==> config.mk <==
export PLATFORM = sky130hd
export DESIGN_NAME = vertical_altitude_climb_controller
export DESIGN_NICKNAME = d
export VERILOG_FILES = /design/src/rtl/vacc_pkg.sv /design/src/rtl/vacc_ctrl.sv /design/src/rtl/vacc_dp.sv /design/src/rtl/vertical_altitude_climb_controller.sv
export SDC_FILE = /design/constraint.sdc
export NUM_CORES = 2
export LEC_CHECK = 0
export ABC_AREA = 0
export BUFFER_PORTS_ARGS = -buffer_cell sky130_fd_sc_hd__clkbuf_2
export CAP_MARGIN = 30
export CORE_UTILIZATION = 41
export DETAILED_ROUTE_END_ITERATION = 12
export PLACE_DENSITY_LB_ADDON = 0.05
export SLEW_MARGIN = 20
export SYNTH_ARGS = -nofsm -noshare
export SYNTH_HDL_FRONTEND = slang
export SYNTH_HIERARCHICAL = 1
export SYNTH_SLANG_ARGS = --single-unit
==> constraint.sdc <==
create_clock -name clk -period 66.7 [get_ports clk]
set_clock_uncertainty 0.15 [all_clocks]
set_input_delay 0 -clock clk [delete_from_list [all_inputs] [get_ports clk]]
set_output_delay 0 -clock clk [all_outputs]
set_load 0.02 [all_outputs]
==> src/rtl/vacc_pkg.sv <==
// Package: shared types, constants and helpers of the altitude/climb controller.
package vacc_pkg;

	localparam int unsigned THROTTLE_FULL_SCALE_DEF = 9600;
	localparam int unsigned INTEGRAL_LIMIT_DEF      = 150;

	localparam int unsigned CFG_IDX_W = 3;
	localparam int unsigned CFG_DATA_W = 31;

	typedef enum logic [1:0] {
		ACT_MANUAL    = 2'd0,
		ACT_AUTO_THR  = 2'd1,
		ACT_AUTO_CLB  = 2'd2,
		ACT_AUTO_ALT  = 2'd3
	} action_t;

	typedef enum logic [2:0] {
		REG_ALT_GAIN   = 3'd0,
		REG_MAX_CLIMB  = 3'd1,
		REG_CRUISE_THR = 3'd2,
		REG_CLIMB_INC  = 3'd3,
		REG_THR_PGAIN  = 3'd4,
		REG_THR_IGAIN  = 3'd5,
		REG_THR_DGAIN  = 3'd6,
		REG_PITCH_GAIN = 3'd7
	} reg_idx_t;

	// datapath micro-steps
	typedef enum logic [3:0] {
		OP_LOAD     = 4'd0,  // latch inputs, compute altitude error
		OP_ALT_MUL  = 4'd1,  // altitude_gain * alt_err
		OP_CLIMB    = 4'd2,  // climb setpoint, speed error, error difference
		OP_I_MUL    = 4'd3,  // igain * integral
		OP_D_MUL    = 4'd4,  // dgain * derr
		OP_INNER    = 4'd5,  // inner sum
		OP_P_MUL    = 4'd6,  // pgain * inner
		OP_C_MUL    = 4'd7,  // climb_increment * climb
		OP_PITCH    = 4'd8,  // pitch_gain * climb
		OP_FINISH   = 4'd9   // throttle scale and state write
	} op_t;

	typedef struct packed {
		logic go;
		op_t  op;
	} dp_cmd_t;

	typedef struct packed {
		logic done;
	} dp_stat_t;

	function automatic logic signed [31:0] sat32(input logic signed [33:0] v);
		if (v > 34'sh0_7FFF_FFFF) return 32'sh7FFF_FFFF;
		if (v < -34'sh0_8000_0000) return 32'sh8000_0000;
		return v[31:0];
	endfunction

endpackage

==> src/rtl/vacc_ctrl.sv <==
// Controller: sequences the datapath steps for one control tick.
module vacc_ctrl (
	input  logic clk,
	input  logic arst_n,
	input  logic in_go,
	input  logic [1:0] action,
	output logic busy,
	output logic finish,
	output vacc_pkg::dp_cmd_t cmd
);

	typedef enum logic [3:0] {
		ST_IDLE = 4'b0001,
		ST_RUN  = 4'b0010,
		ST_LAST = 4'b0100,
		ST_DONE = 4'b1000
	} state_t;

	state_t state_q;
	vacc_pkg::op_t op_q;

	always_ff @(posedge clk or negedge arst_n) begin
		if (!arst_n) begin
			state_q <= ST_IDLE;
			op_q <= vacc_pkg::OP_LOAD;
		end else begin
			unique case (state_q)
				ST_IDLE: begin
					if (in_go) begin
						state_q <= ST_RUN;
						op_q <= (action == vacc_pkg::ACT_AUTO_ALT) ?
							vacc_pkg::OP_ALT_MUL : vacc_pkg::OP_CLIMB;
					end
				end
				ST_RUN: begin
					if (op_q == vacc_pkg::OP_PITCH) begin
						state_q <= ST_LAST;
						op_q <= vacc_pkg::OP_FINISH;
					end else begin
						op_q <= vacc_pkg::op_t'(op_q + 4'd1);
					end
				end
				ST_LAST: state_q <= ST_DONE;
				ST_DONE: state_q <= ST_IDLE;
				default: state_q <= ST_IDLE;
			endcase
		end
	end

	always_comb begin
		cmd.go = 1'b0;
		cmd.op = vacc_pkg::OP_LOAD;
		if (state_q == ST_IDLE) begin
			cmd.go = in_go;
		end else if (state_q == ST_RUN || state_q == ST_LAST) begin
			cmd.go = 1'b1;
			cmd.op = op_q;
		end
	end

	assign busy = (state_q != ST_IDLE);
	assign finish = (state_q == ST_LAST);

	a_onehot: assert property (@(posedge clk) disable iff (!arst_n) $onehot(state_q))
		else $error("state not one-hot");
	a_last_done: assert property (@(posedge clk) disable iff (!arst_n)
		state_q == ST_LAST |=> state_q == ST_DONE) else $error("finish not followed");
	a_go_idle: assert property (@(posedge clk) disable iff (!arst_n)
		in_go && state_q == ST_IDLE |=> state_q == ST_RUN) else $error("start lost");

endmodule

==> src/rtl/vacc_dp.sv <==
// Datapath: shared multiplier, loop state and output arithmetic.
module vacc_dp #(
	parameter int unsigned THROTTLE_FULL_SCALE = vacc_pkg::THROTTLE_FULL_SCALE_DEF,
	parameter int unsigned INTEGRAL_LIMIT = vacc_pkg::INTEGRAL_LIMIT_DEF
) (
	input  logic clk,
	input  logic arst_n,
	input  vacc_pkg::dp_cmd_t cmd,
	input  logic [1:0] action,
	input  logic signed [31:0] altitude_target,
	input  logic signed [31:0] pre_climb,
	input  logic signed [31:0] climb_target,
	input  logic signed [31:0] measured_altitude,
	input  logic signed [31:0] measured_vertical_speed,
	input  logic [13:0] nav_throttle,
	input  logic signed [31:0] nav_pitch_cmd,
	input  logic throttle_enable,
	input  logic [30:0] altitude_gain,
	input  logic [30:0] max_climb_rate,
	input  logic [16:0] cruise_throttle,
	input  logic [30:0] climb_increment,
	input  logic [30:0] throttle_pgain,
	input  logic [30:0] throttle_igain,
	input  logic [30:0] throttle_dgain,
	input  logic [30:0] pitch_from_climb_gain,
	output logic [13:0] throttle_res,
	output logic signed [31:0] pitch_res,
	output logic signed [31:0] climb_res
);

	localparam logic signed [33:0] ILIM = 34'(INTEGRAL_LIMIT) <<< 16;
	localparam logic [13:0] FS14 = 14'(THROTTLE_FULL_SCALE);

	logic [1:0] act_q;
	logic signed [31:0] pre_q, vz_q, npitch_q, climb_q, alterr_q;
	logic [13:0] nthr_q;
	logic en_q;
	logic signed [31:0] integ_q, prev_q, hpitch_q, alterr_state_q;
	logic [13:0] hthr_q;
	logic signed [31:0] err_q, derr_q, imul_q, dmul_q, inner_q, pmul_q, cmul_q;
	logic signed [31:0] mres;

	// shared multiplier: one gain by one operand per step
	logic [30:0] m_gain;
	logic signed [31:0] m_x;
	logic signed [63:0] m_p;
	logic signed [47:0] m_sh;

	always_comb begin
		m_gain = altitude_gain;
		m_x = alterr_q;
		case (cmd.op)
			vacc_pkg::OP_I_MUL: begin m_gain = throttle_igain; m_x = integ_q; end
			vacc_pkg::OP_D_MUL: begin m_gain = throttle_dgain; m_x = derr_q; end
			vacc_pkg::OP_P_MUL: begin m_gain = throttle_pgain; m_x = inner_q; end
			vacc_pkg::OP_C_MUL: begin m_gain = climb_increment; m_x = climb_q; end
			vacc_pkg::OP_PITCH: begin m_gain = pitch_from_climb_gain; m_x = climb_q; end
			default: ;
		endcase
		m_p = $signed({33'd0, m_gain}) * 64'(m_x);
		m_sh = m_p[63:16];  // arithmetic shift = floor
		if (m_sh > 48'sh7FFF_FFFF) mres = 32'sh7FFF_FFFF;
		else if (m_sh < -48'sh8000_0000) mres = 32'sh8000_0000;
		else mres = m_sh[31:0];
	end

	logic signed [33:0] c_sum, m_ext, e_sum, d_sum, i_sum, s_sum, pt_sum, f_sum;
	logic signed [31:0] climb_sel, err_n;
	logic [16:0] f_clamp;
	logic [30:0] f_prod;
	logic [47:0] thr_wide;
	logic [13:0] thr_n;

	always_comb begin
		m_ext = 34'(max_climb_rate);
		c_sum = 34'(mres) + 34'(pre_q);
		if (c_sum > m_ext) climb_sel = m_ext[31:0];
		else if (c_sum < -m_ext) climb_sel = 32'(-m_ext);
		else climb_sel = c_sum[31:0];
		if (act_q != vacc_pkg::ACT_AUTO_ALT) climb_sel = climb_q;
		e_sum = 34'(vz_q) - 34'(climb_sel);
		err_n = vacc_pkg::sat32(e_sum);
		d_sum = 34'(err_n) - 34'(prev_q);
		i_sum = 34'(err_q) + 34'(imul_q) + 34'(dmul_q);
		s_sum = 34'(integ_q) + 34'(err_q);
		pt_sum = 34'(mres) + 34'(npitch_q);
		f_sum = 34'(cruise_throttle) + 34'(cmul_q) - 34'(pmul_q);
		if (f_sum < 0) f_clamp = 17'd0;
		else if (f_sum > 34'sd65536) f_clamp = 17'd65536;
		else f_clamp = f_sum[16:0];
		f_prod = 31'(f_clamp) * 31'(FS14);
		thr_wide = 48'(f_prod) >> 16;
		thr_n = thr_wide[13:0];
	end

	always_ff @(posedge clk) begin
		if (cmd.go) begin
			case (cmd.op)
				vacc_pkg::OP_LOAD: begin
					act_q <= action;
					pre_q <= pre_climb;
					vz_q <= measured_vertical_speed;
					npitch_q <= nav_pitch_cmd;
					climb_q <= climb_target;
					nthr_q <= nav_throttle;
					en_q <= throttle_enable;
					alterr_q <= vacc_pkg::sat32(34'(altitude_target) - 34'(measured_altitude));
				end
				vacc_pkg::OP_ALT_MUL: ;
				vacc_pkg::OP_CLIMB: begin
					climb_q <= climb_sel;
					err_q <= err_n;
					derr_q <= vacc_pkg::sat32(d_sum);
				end
				vacc_pkg::OP_I_MUL: imul_q <= mres;
				vacc_pkg::OP_D_MUL: dmul_q <= mres;
				vacc_pkg::OP_INNER: inner_q <= vacc_pkg::sat32(i_sum);
				vacc_pkg::OP_P_MUL: pmul_q <= mres;
				vacc_pkg::OP_C_MUL: cmul_q <= mres;
				// keep the raw navigation pitch for the pass-through mode
				vacc_pkg::OP_PITCH: if (act_q[1]) npitch_q <= vacc_pkg::sat32(pt_sum);
				default: ;
			endcase
		end
	end

	// CLIMB keeps the multiplier on the altitude product so climb_sel sees it
	always_ff @(posedge clk or negedge arst_n) begin
		if (!arst_n) begin
			integ_q <= '0;
			prev_q <= '0;
			hthr_q <= '0;
			hpitch_q <= '0;
			alterr_state_q <= '0;
		end else if (cmd.go && cmd.op == vacc_pkg::OP_FINISH) begin
			if (act_q == vacc_pkg::ACT_AUTO_ALT) alterr_state_q <= alterr_q;
			if (act_q == vacc_pkg::ACT_AUTO_THR) begin
				hthr_q <= (nthr_q > FS14) ? FS14 : nthr_q;
				hpitch_q <= npitch_q;
			end else if (act_q[1]) begin
				prev_q <= err_q;
				integ_q <= (s_sum > ILIM) ? ILIM[31:0] :
					(s_sum < -ILIM) ? 32'(-ILIM) : s_sum[31:0];
				hpitch_q <= npitch_q;
				hthr_q <= thr_n;
			end
			if (!en_q) hthr_q <= '0;
		end
	end

	assign throttle_res = hthr_q;
	assign pitch_res = hpitch_q;
	assign climb_res = climb_q;

	a_integ: assert property (@(posedge clk) disable iff (!arst_n)
		34'(integ_q) <= ILIM && 34'(integ_q) >= -ILIM) else $error("integrator out of range");
	a_thr: assert property (@(posedge clk) disable iff (!arst_n)
		hthr_q <= FS14) else $error("throttle above full scale");
	a_dis: assert property (@(posedge clk) disable iff (!arst_n)
		cmd.go && cmd.op == vacc_pkg::OP_FINISH && !en_q |=> hthr_q == '0)
		else $error("disable not applied");

endmodule

==> src/rtl/vertical_altitude_climb_controller.sv <==
// Top level: altitude/climb controller with configuration registers and output stage.
//
// Usage:
//   Input channel (in_valid/in_stall) carries one control tick: the guidance
//   action, altitude and climb targets, measurements, navigation throttle and
//   pitch, and the throttle enable. One transaction is taken when in_valid is
//   high and in_stall is low.
//   Output channel (out_valid/out_stall) returns one transaction per tick:
//   throttle_out, pitch_out and climb_out.
//   Each tick runs through a single shared 31x32 multiplier, one product per
//   step, sequenced by the controller: load, climb, multiply, sum and finish
//   steps, with the altitude product step in auto_alt mode only. One tick is in
//   flight at a time; the next is taken once the result has been moved to the
//   output register, so a new tick can enter while the previous result waits
//   to be taken.
//   Holding out_stall holds out_valid and the payload; a finished tick then
//   waits in the datapath and in_stall stays high.
//   Reset clears the loop state (integrator, last error, held throttle and pitch)
//   and sets the registers to their defaults (max_climb_rate = 1.0). Configuration
//   writes via cfg_we/cfg_index/cfg_data: the user does them while idle (unchecked).
module vertical_altitude_climb_controller #(
	parameter int unsigned THROTTLE_FULL_SCALE = vacc_pkg::THROTTLE_FULL_SCALE_DEF,
	parameter int unsigned INTEGRAL_LIMIT = vacc_pkg::INTEGRAL_LIMIT_DEF
) (
	input  logic clk,
	input  logic arst_n,
	input  logic cfg_we,
	input  logic [vacc_pkg::CFG_IDX_W-1:0] cfg_index,
	input  logic [vacc_pkg::CFG_DATA_W-1:0] cfg_data,
	input  logic in_valid,
	output logic in_stall,
	input  logic [1:0] action,
	input  logic signed [31:0] altitude_target,
	input  logic signed [31:0] pre_climb,
	input  logic signed [31:0] climb_target,
	input  logic signed [31:0] measured_altitude,
	input  logic signed [31:0] measured_vertical_speed,
	input  logic [13:0] nav_throttle,
	input  logic signed [31:0] nav_pitch_cmd,
	input  logic throttle_enable,
	output logic out_valid,
	input  logic out_stall,
	output logic [13:0] throttle_out,
	output logic signed [31:0] pitch_out,
	output logic signed [31:0] climb_out
);

	logic [30:0] alt_gain_q, max_climb_q, climb_inc_q, pgain_q, igain_q, dgain_q, pgc_q;
	logic [16:0] cruise_q;

	// register file: every one of the eight index codes selects a register
	always_ff @(posedge clk or negedge arst_n) begin
		if (!arst_n) begin
			alt_gain_q <= '0;
			max_climb_q <= 31'd65536;
			cruise_q <= '0;
			climb_inc_q <= '0;
			pgain_q <= '0;
			igain_q <= '0;
			dgain_q <= '0;
			pgc_q <= '0;
		end else if (cfg_we) begin
			unique case (vacc_pkg::reg_idx_t'(cfg_index))
				vacc_pkg::REG_ALT_GAIN:   alt_gain_q <= cfg_data;
				vacc_pkg::REG_MAX_CLIMB:  max_climb_q <= cfg_data;
				vacc_pkg::REG_CRUISE_THR: cruise_q <= cfg_data[16:0];
				vacc_pkg::REG_CLIMB_INC:  climb_inc_q <= cfg_data;
				vacc_pkg::REG_THR_PGAIN:  pgain_q <= cfg_data;
				vacc_pkg::REG_THR_IGAIN:  igain_q <= cfg_data;
				vacc_pkg::REG_THR_DGAIN:  dgain_q <= cfg_data;
				vacc_pkg::REG_PITCH_GAIN: pgc_q <= cfg_data;
				default: ;
			endcase
		end
	end

	logic busy, finish, in_go, pend_q;
	vacc_pkg::dp_cmd_t cmd;
	logic [13:0] thr_res;
	logic signed [31:0] pitch_res, climb_res;

	assign in_stall = busy || pend_q;
	assign in_go = in_valid && !in_stall;

	vacc_ctrl u_ctrl (
		.clk(clk), .arst_n(arst_n), .in_go(in_go), .action(action),
		.busy(busy), .finish(finish), .cmd(cmd)
	);

	vacc_dp #(
		.THROTTLE_FULL_SCALE(THROTTLE_FULL_SCALE), .INTEGRAL_LIMIT(INTEGRAL_LIMIT)
	) u_dp (
		.clk(clk), .arst_n(arst_n), .cmd(cmd), .action(action),
		.altitude_target(altitude_target), .pre_climb(pre_climb),
		.climb_target(climb_target), .measured_altitude(measured_altitude),
		.measured_vertical_speed(measured_vertical_speed), .nav_throttle(nav_throttle),
		.nav_pitch_cmd(nav_pitch_cmd), .throttle_enable(throttle_enable),
		.altitude_gain(alt_gain_q), .max_climb_rate(max_climb_q),
		.cruise_throttle(cruise_q), .climb_increment(climb_inc_q),
		.throttle_pgain(pgain_q), .throttle_igain(igain_q), .throttle_dgain(dgain_q),
		.pitch_from_climb_gain(pgc_q),
		.throttle_res(thr_res), .pitch_res(pitch_res), .climb_res(climb_res)
	);

	// pend_q: a finished tick waits for the output register to free up
	logic load_out;
	assign load_out = pend_q && (!out_valid || !out_stall);

	always_ff @(posedge clk or negedge arst_n) begin
		if (!arst_n) begin
			pend_q <= 1'b0;
			out_valid <= 1'b0;
		end else begin
			if (finish) pend_q <= 1'b1;
			else if (load_out) pend_q <= 1'b0;
			if (load_out) out_valid <= 1'b1;
			else if (!out_stall) out_valid <= 1'b0;
		end
	end

	always_ff @(posedge clk) begin
		if (load_out) begin
			throttle_out <= thr_res;
			pitch_out <= pitch_res;
			climb_out <= climb_res;
		end
	end

	a_hold: assert property (@(posedge clk) disable iff (!arst_n)
		out_valid && out_stall |=> out_valid && $stable(climb_out))
		else $error("stalled output changed");
	a_nostart: assert property (@(posedge clk) disable iff (!arst_n)
		pend_q |-> in_stall) else $error("transaction taken while result pending");
	a_fin: assert property (@(posedge clk) disable iff (!arst_n)
		finish |-> !pend_q) else $error("result overrun");

endmodule
==> flow_metrics.env <==
export IMPL_end_kind="flop"
export IMPL_max_freq_mhz=34.30
export IMPL_via_count=65528
export IMPL_gr_total_overflow=0
export IMPL_yosys_warnings=6
export IMPL_synth_enable_flop_cells=479
export IMPL_first_pass_iters=9
export IMPL_cap_violations=0
export IMPL_port_buffers=327
export IMPL_synthTopCellsByArea="fa_1, edfxtp_1, dfrtp_1, ha_1, inv_1"
export IMPL_die_area_um2=202000
export IMPL_yosys_register_bits=833
export IMPL_fin_util=0.4827
export IMPL_yosysUniqueCellTypes=116
export IMPL_worstSetupPathType="flop to flop"
export IMPL_die_h_um=449.4
export IMPL_hold_end="u_dp/alterr_q[6]"
export IMPL_critPathLaunch="u_ctrl/state_q[2]"
export IMPL_regToRegStartpoint="u_ctrl/state_q[2]"
export IMPL_yosys_area_share_xor_xnor=0.03167
export IMPL_gp_congestion=0.9703
export IMPL_grt_max_degree=151
export IMPL_synth_fa_ha_area_frac=0.3385
export IMPL_cts_tree="done"
export IMPL_drive_gt1_frac=0.1240
export IMPL_finalSetupViolCount=0
export IMPL_min_path_cells=6
export IMPL_timing_rr_end="u_dp/derr_q[17]"
export IMPL_num_nets_final=10887
export IMPL_ys_seq_area_frac=0.2832
export IMPL_dp_hpwl_um=250200
export IMPL_start_kind="flop"
export IMPL_crit_fanout=69
export IMPL_fin_hold_ws_ps=1.568
export IMPL_cp_slowest_cell="buf_4"
export IMPL_clk_latency_ps=740
export IMPL_pin_count=328
export IMPL_worstMarginPinSlew_ps=1149
export IMPL_hold_viol=0
export IMPL_crit_arrival_ps=29430
export IMPL_post_cts_buffers=0
export IMPL_drtAntennaViolNets=0
export IMPL_period_share=0.4371
export IMPL_synth_top_family_by_area="adder cells"
export IMPL_antenna_found_initial=49
export IMPL_synth_area_um2=82080
export IMPL_synth_top_cell_area_share=0.2305
export IMPL_synthMuxAreaShare=0.04010
export IMPL_final_cell_mix="inv_1, fa_1, nand2_1"
export IMPL_core_um2=198000
export IMPL_rows=163
export IMPL_wl_um=320000
export IMPL_status="completed"
export IMPL_vias_per_cell=5.574
export IMPL_hold_path_class="input pin to flop"
export IMPL_cpMostUsedCell="a21oi_1"
export IMPL_numCtsBuffers=98
export IMPL_relSlewSlack=0.2342
export IMPL_worstHoldStart="measured_altitude[5]"
export IMPL_cp_slowest_stage_delay_ps=780
export IMPL_setup_tns_ps=0
export IMPL_ctsResizeCount=0
export IMPL_cp_required_ps=66980
export IMPL_drc_errors=0
export IMPL_synth_compound_area_share=0.1165
export IMPL_ctsHoldBuffers=415
export IMPL_htree_levels=3
export IMPL_rsz0062_at_grt="no"
export IMPL_area_delta_synth_final_pct=16.45
export IMPL_post_route_min_period_ps=29150
export IMPL_clkSinkCount=833
export IMPL_ys_flop_type="edfxtp_1"
export IMPL_synth_fp_nets=10177
export IMPL_clk_pin_slew_ps=60
export IMPL_syn_inst=8297
export IMPL_cts_root_buffer="clkbuf_16"
export IMPL_cts_buffer_depth=3
export IMPL_rr_worst_depth=107
export IMPL_fillers=18624
export IMPL_slew_viol_final=0
export IMPL_wl_per_cell_um=27.22
export IMPL_async_reset_ff_frac=0.4250
export IMPL_grt_pass1_vias=66615
export IMPL_start_util=0.4145
export IMPL_grt_pass1_wl_um=462900
export IMPL_reg2reg_slack_ps=37550
export IMPL_drt_iter0_markers=5741
export IMPL_syn_area_per_cell_um2=9.893
export IMPL_synth_top_cell_by_area="fa_1"
export IMPL_synth_simple_area_share=0.1141
export IMPL_final_common_cell="inv_1"
export IMPL_track_usage=0.3155
export IMPL_fp_dieW_um=449.4
==> synth_stat cells (133+ instances only) <==
cell type	instances
dfrtp_1	352
inv_1	1280
mux2_2	264
a21o_1	133
ha_1	687
fa_1	945
edfxtp_1	479
nand2_1	804
a21oi_1	299
nor2_1	778
o21ai_0	367
clkbuf_1	302
xnor2_1	184
==> stage by stage <==
stage	cell area, um^2	setup slack, ps	instances
floorplan	82090	43270	8297
global placement	87460	38240	11103
detailed placement	87860	38160	11130
CTS	95480	38030	11730
global route	95550	35840	11740
finish	95590	37550	11755
==> layer usage <==
metal,track usage,wire length [um]
met1,0.4373,140600
met3,0.04529,20490
met4,0.1359,15990
met5,0,34
met2,0.4916,142900
==> cell families (layout without fill, tap and decap cells) <==
group,count (synthesis),count (layout)
other cells,0,23
simple gates,2137,2137
flops,833,833
compound gates,1441,1441
mux,295,295
buf+inv,1636,2431
xor+xnor,296,296
fa+ha+maj,1659,1659
==> worst max path at each step <==
| stage | slack [ps] | end |
|---|---|---|
| 6_report | 37550 | u_dp/derr_q[17] |
| 5_1_grt | 35840 | u_dp/derr_q[23] |
| 4_1_cts | 38030 | u_dp/derr_q[17] |
| 3_5_place_dp | 38160 | u_dp/derr_q[17] |
| 3_3_place_gp | 38240 | u_dp/derr_q[10] |
| 2_1_floorplan | 43270 | u_dp/derr_q[2] |
==> critical path: cells and delay by family, from the launching register on <==
kind | cells | cell delay (ps)
AO/OA/AOI/OAI | 59 | 14480
adder cells (fa/ha/maj) | 15 | 6400
buffers and inverters | 16 | 3700
AND/OR/NAND/NOR | 15 | 2580
XOR/XNOR | 2 | 850
flip-flops | 1 | 470
==> sequential cells by signal, summed over array words and instances, names as in the netlist, 32 cells and up <==
register / count
u_dp/imul_q: 32
u_dp/vz_q: 32
pitch_out: 32
u_dp/climb_res: 32
u_dp/cmul_q: 32
u_dp/err_q: 32
u_dp/prev_q: 32
u_dp/derr_q: 32
u_dp/integ_q: 32
u_dp/pre_q: 32
u_dp/dmul_q: 32
u_dp/npitch_q: 32
u_dp/pmul_q: 32
u_dp/alterr_q: 32
u_dp/inner_q: 32
climb_out: 32
u_dp/pitch_res: 32
==> cell type report <==
type                    instances  area, um^2  area share
multi-input cells            5828       53000      0.5545
flip-flops and latches        833       23240      0.2432
repair buffers                964        7726     0.08082
inverters                    1282        4812     0.05034
well taps                    2640        3303     0.03455
clock buffers                 120        2646     0.02768
clock inverters                65       797.0    0.008338
diodes                         23       57.56   0.0006021
Power is left out: the tool's default activity adds up to more than one toggle a clock period on the data nets, which glitch-free logic cannot reach.
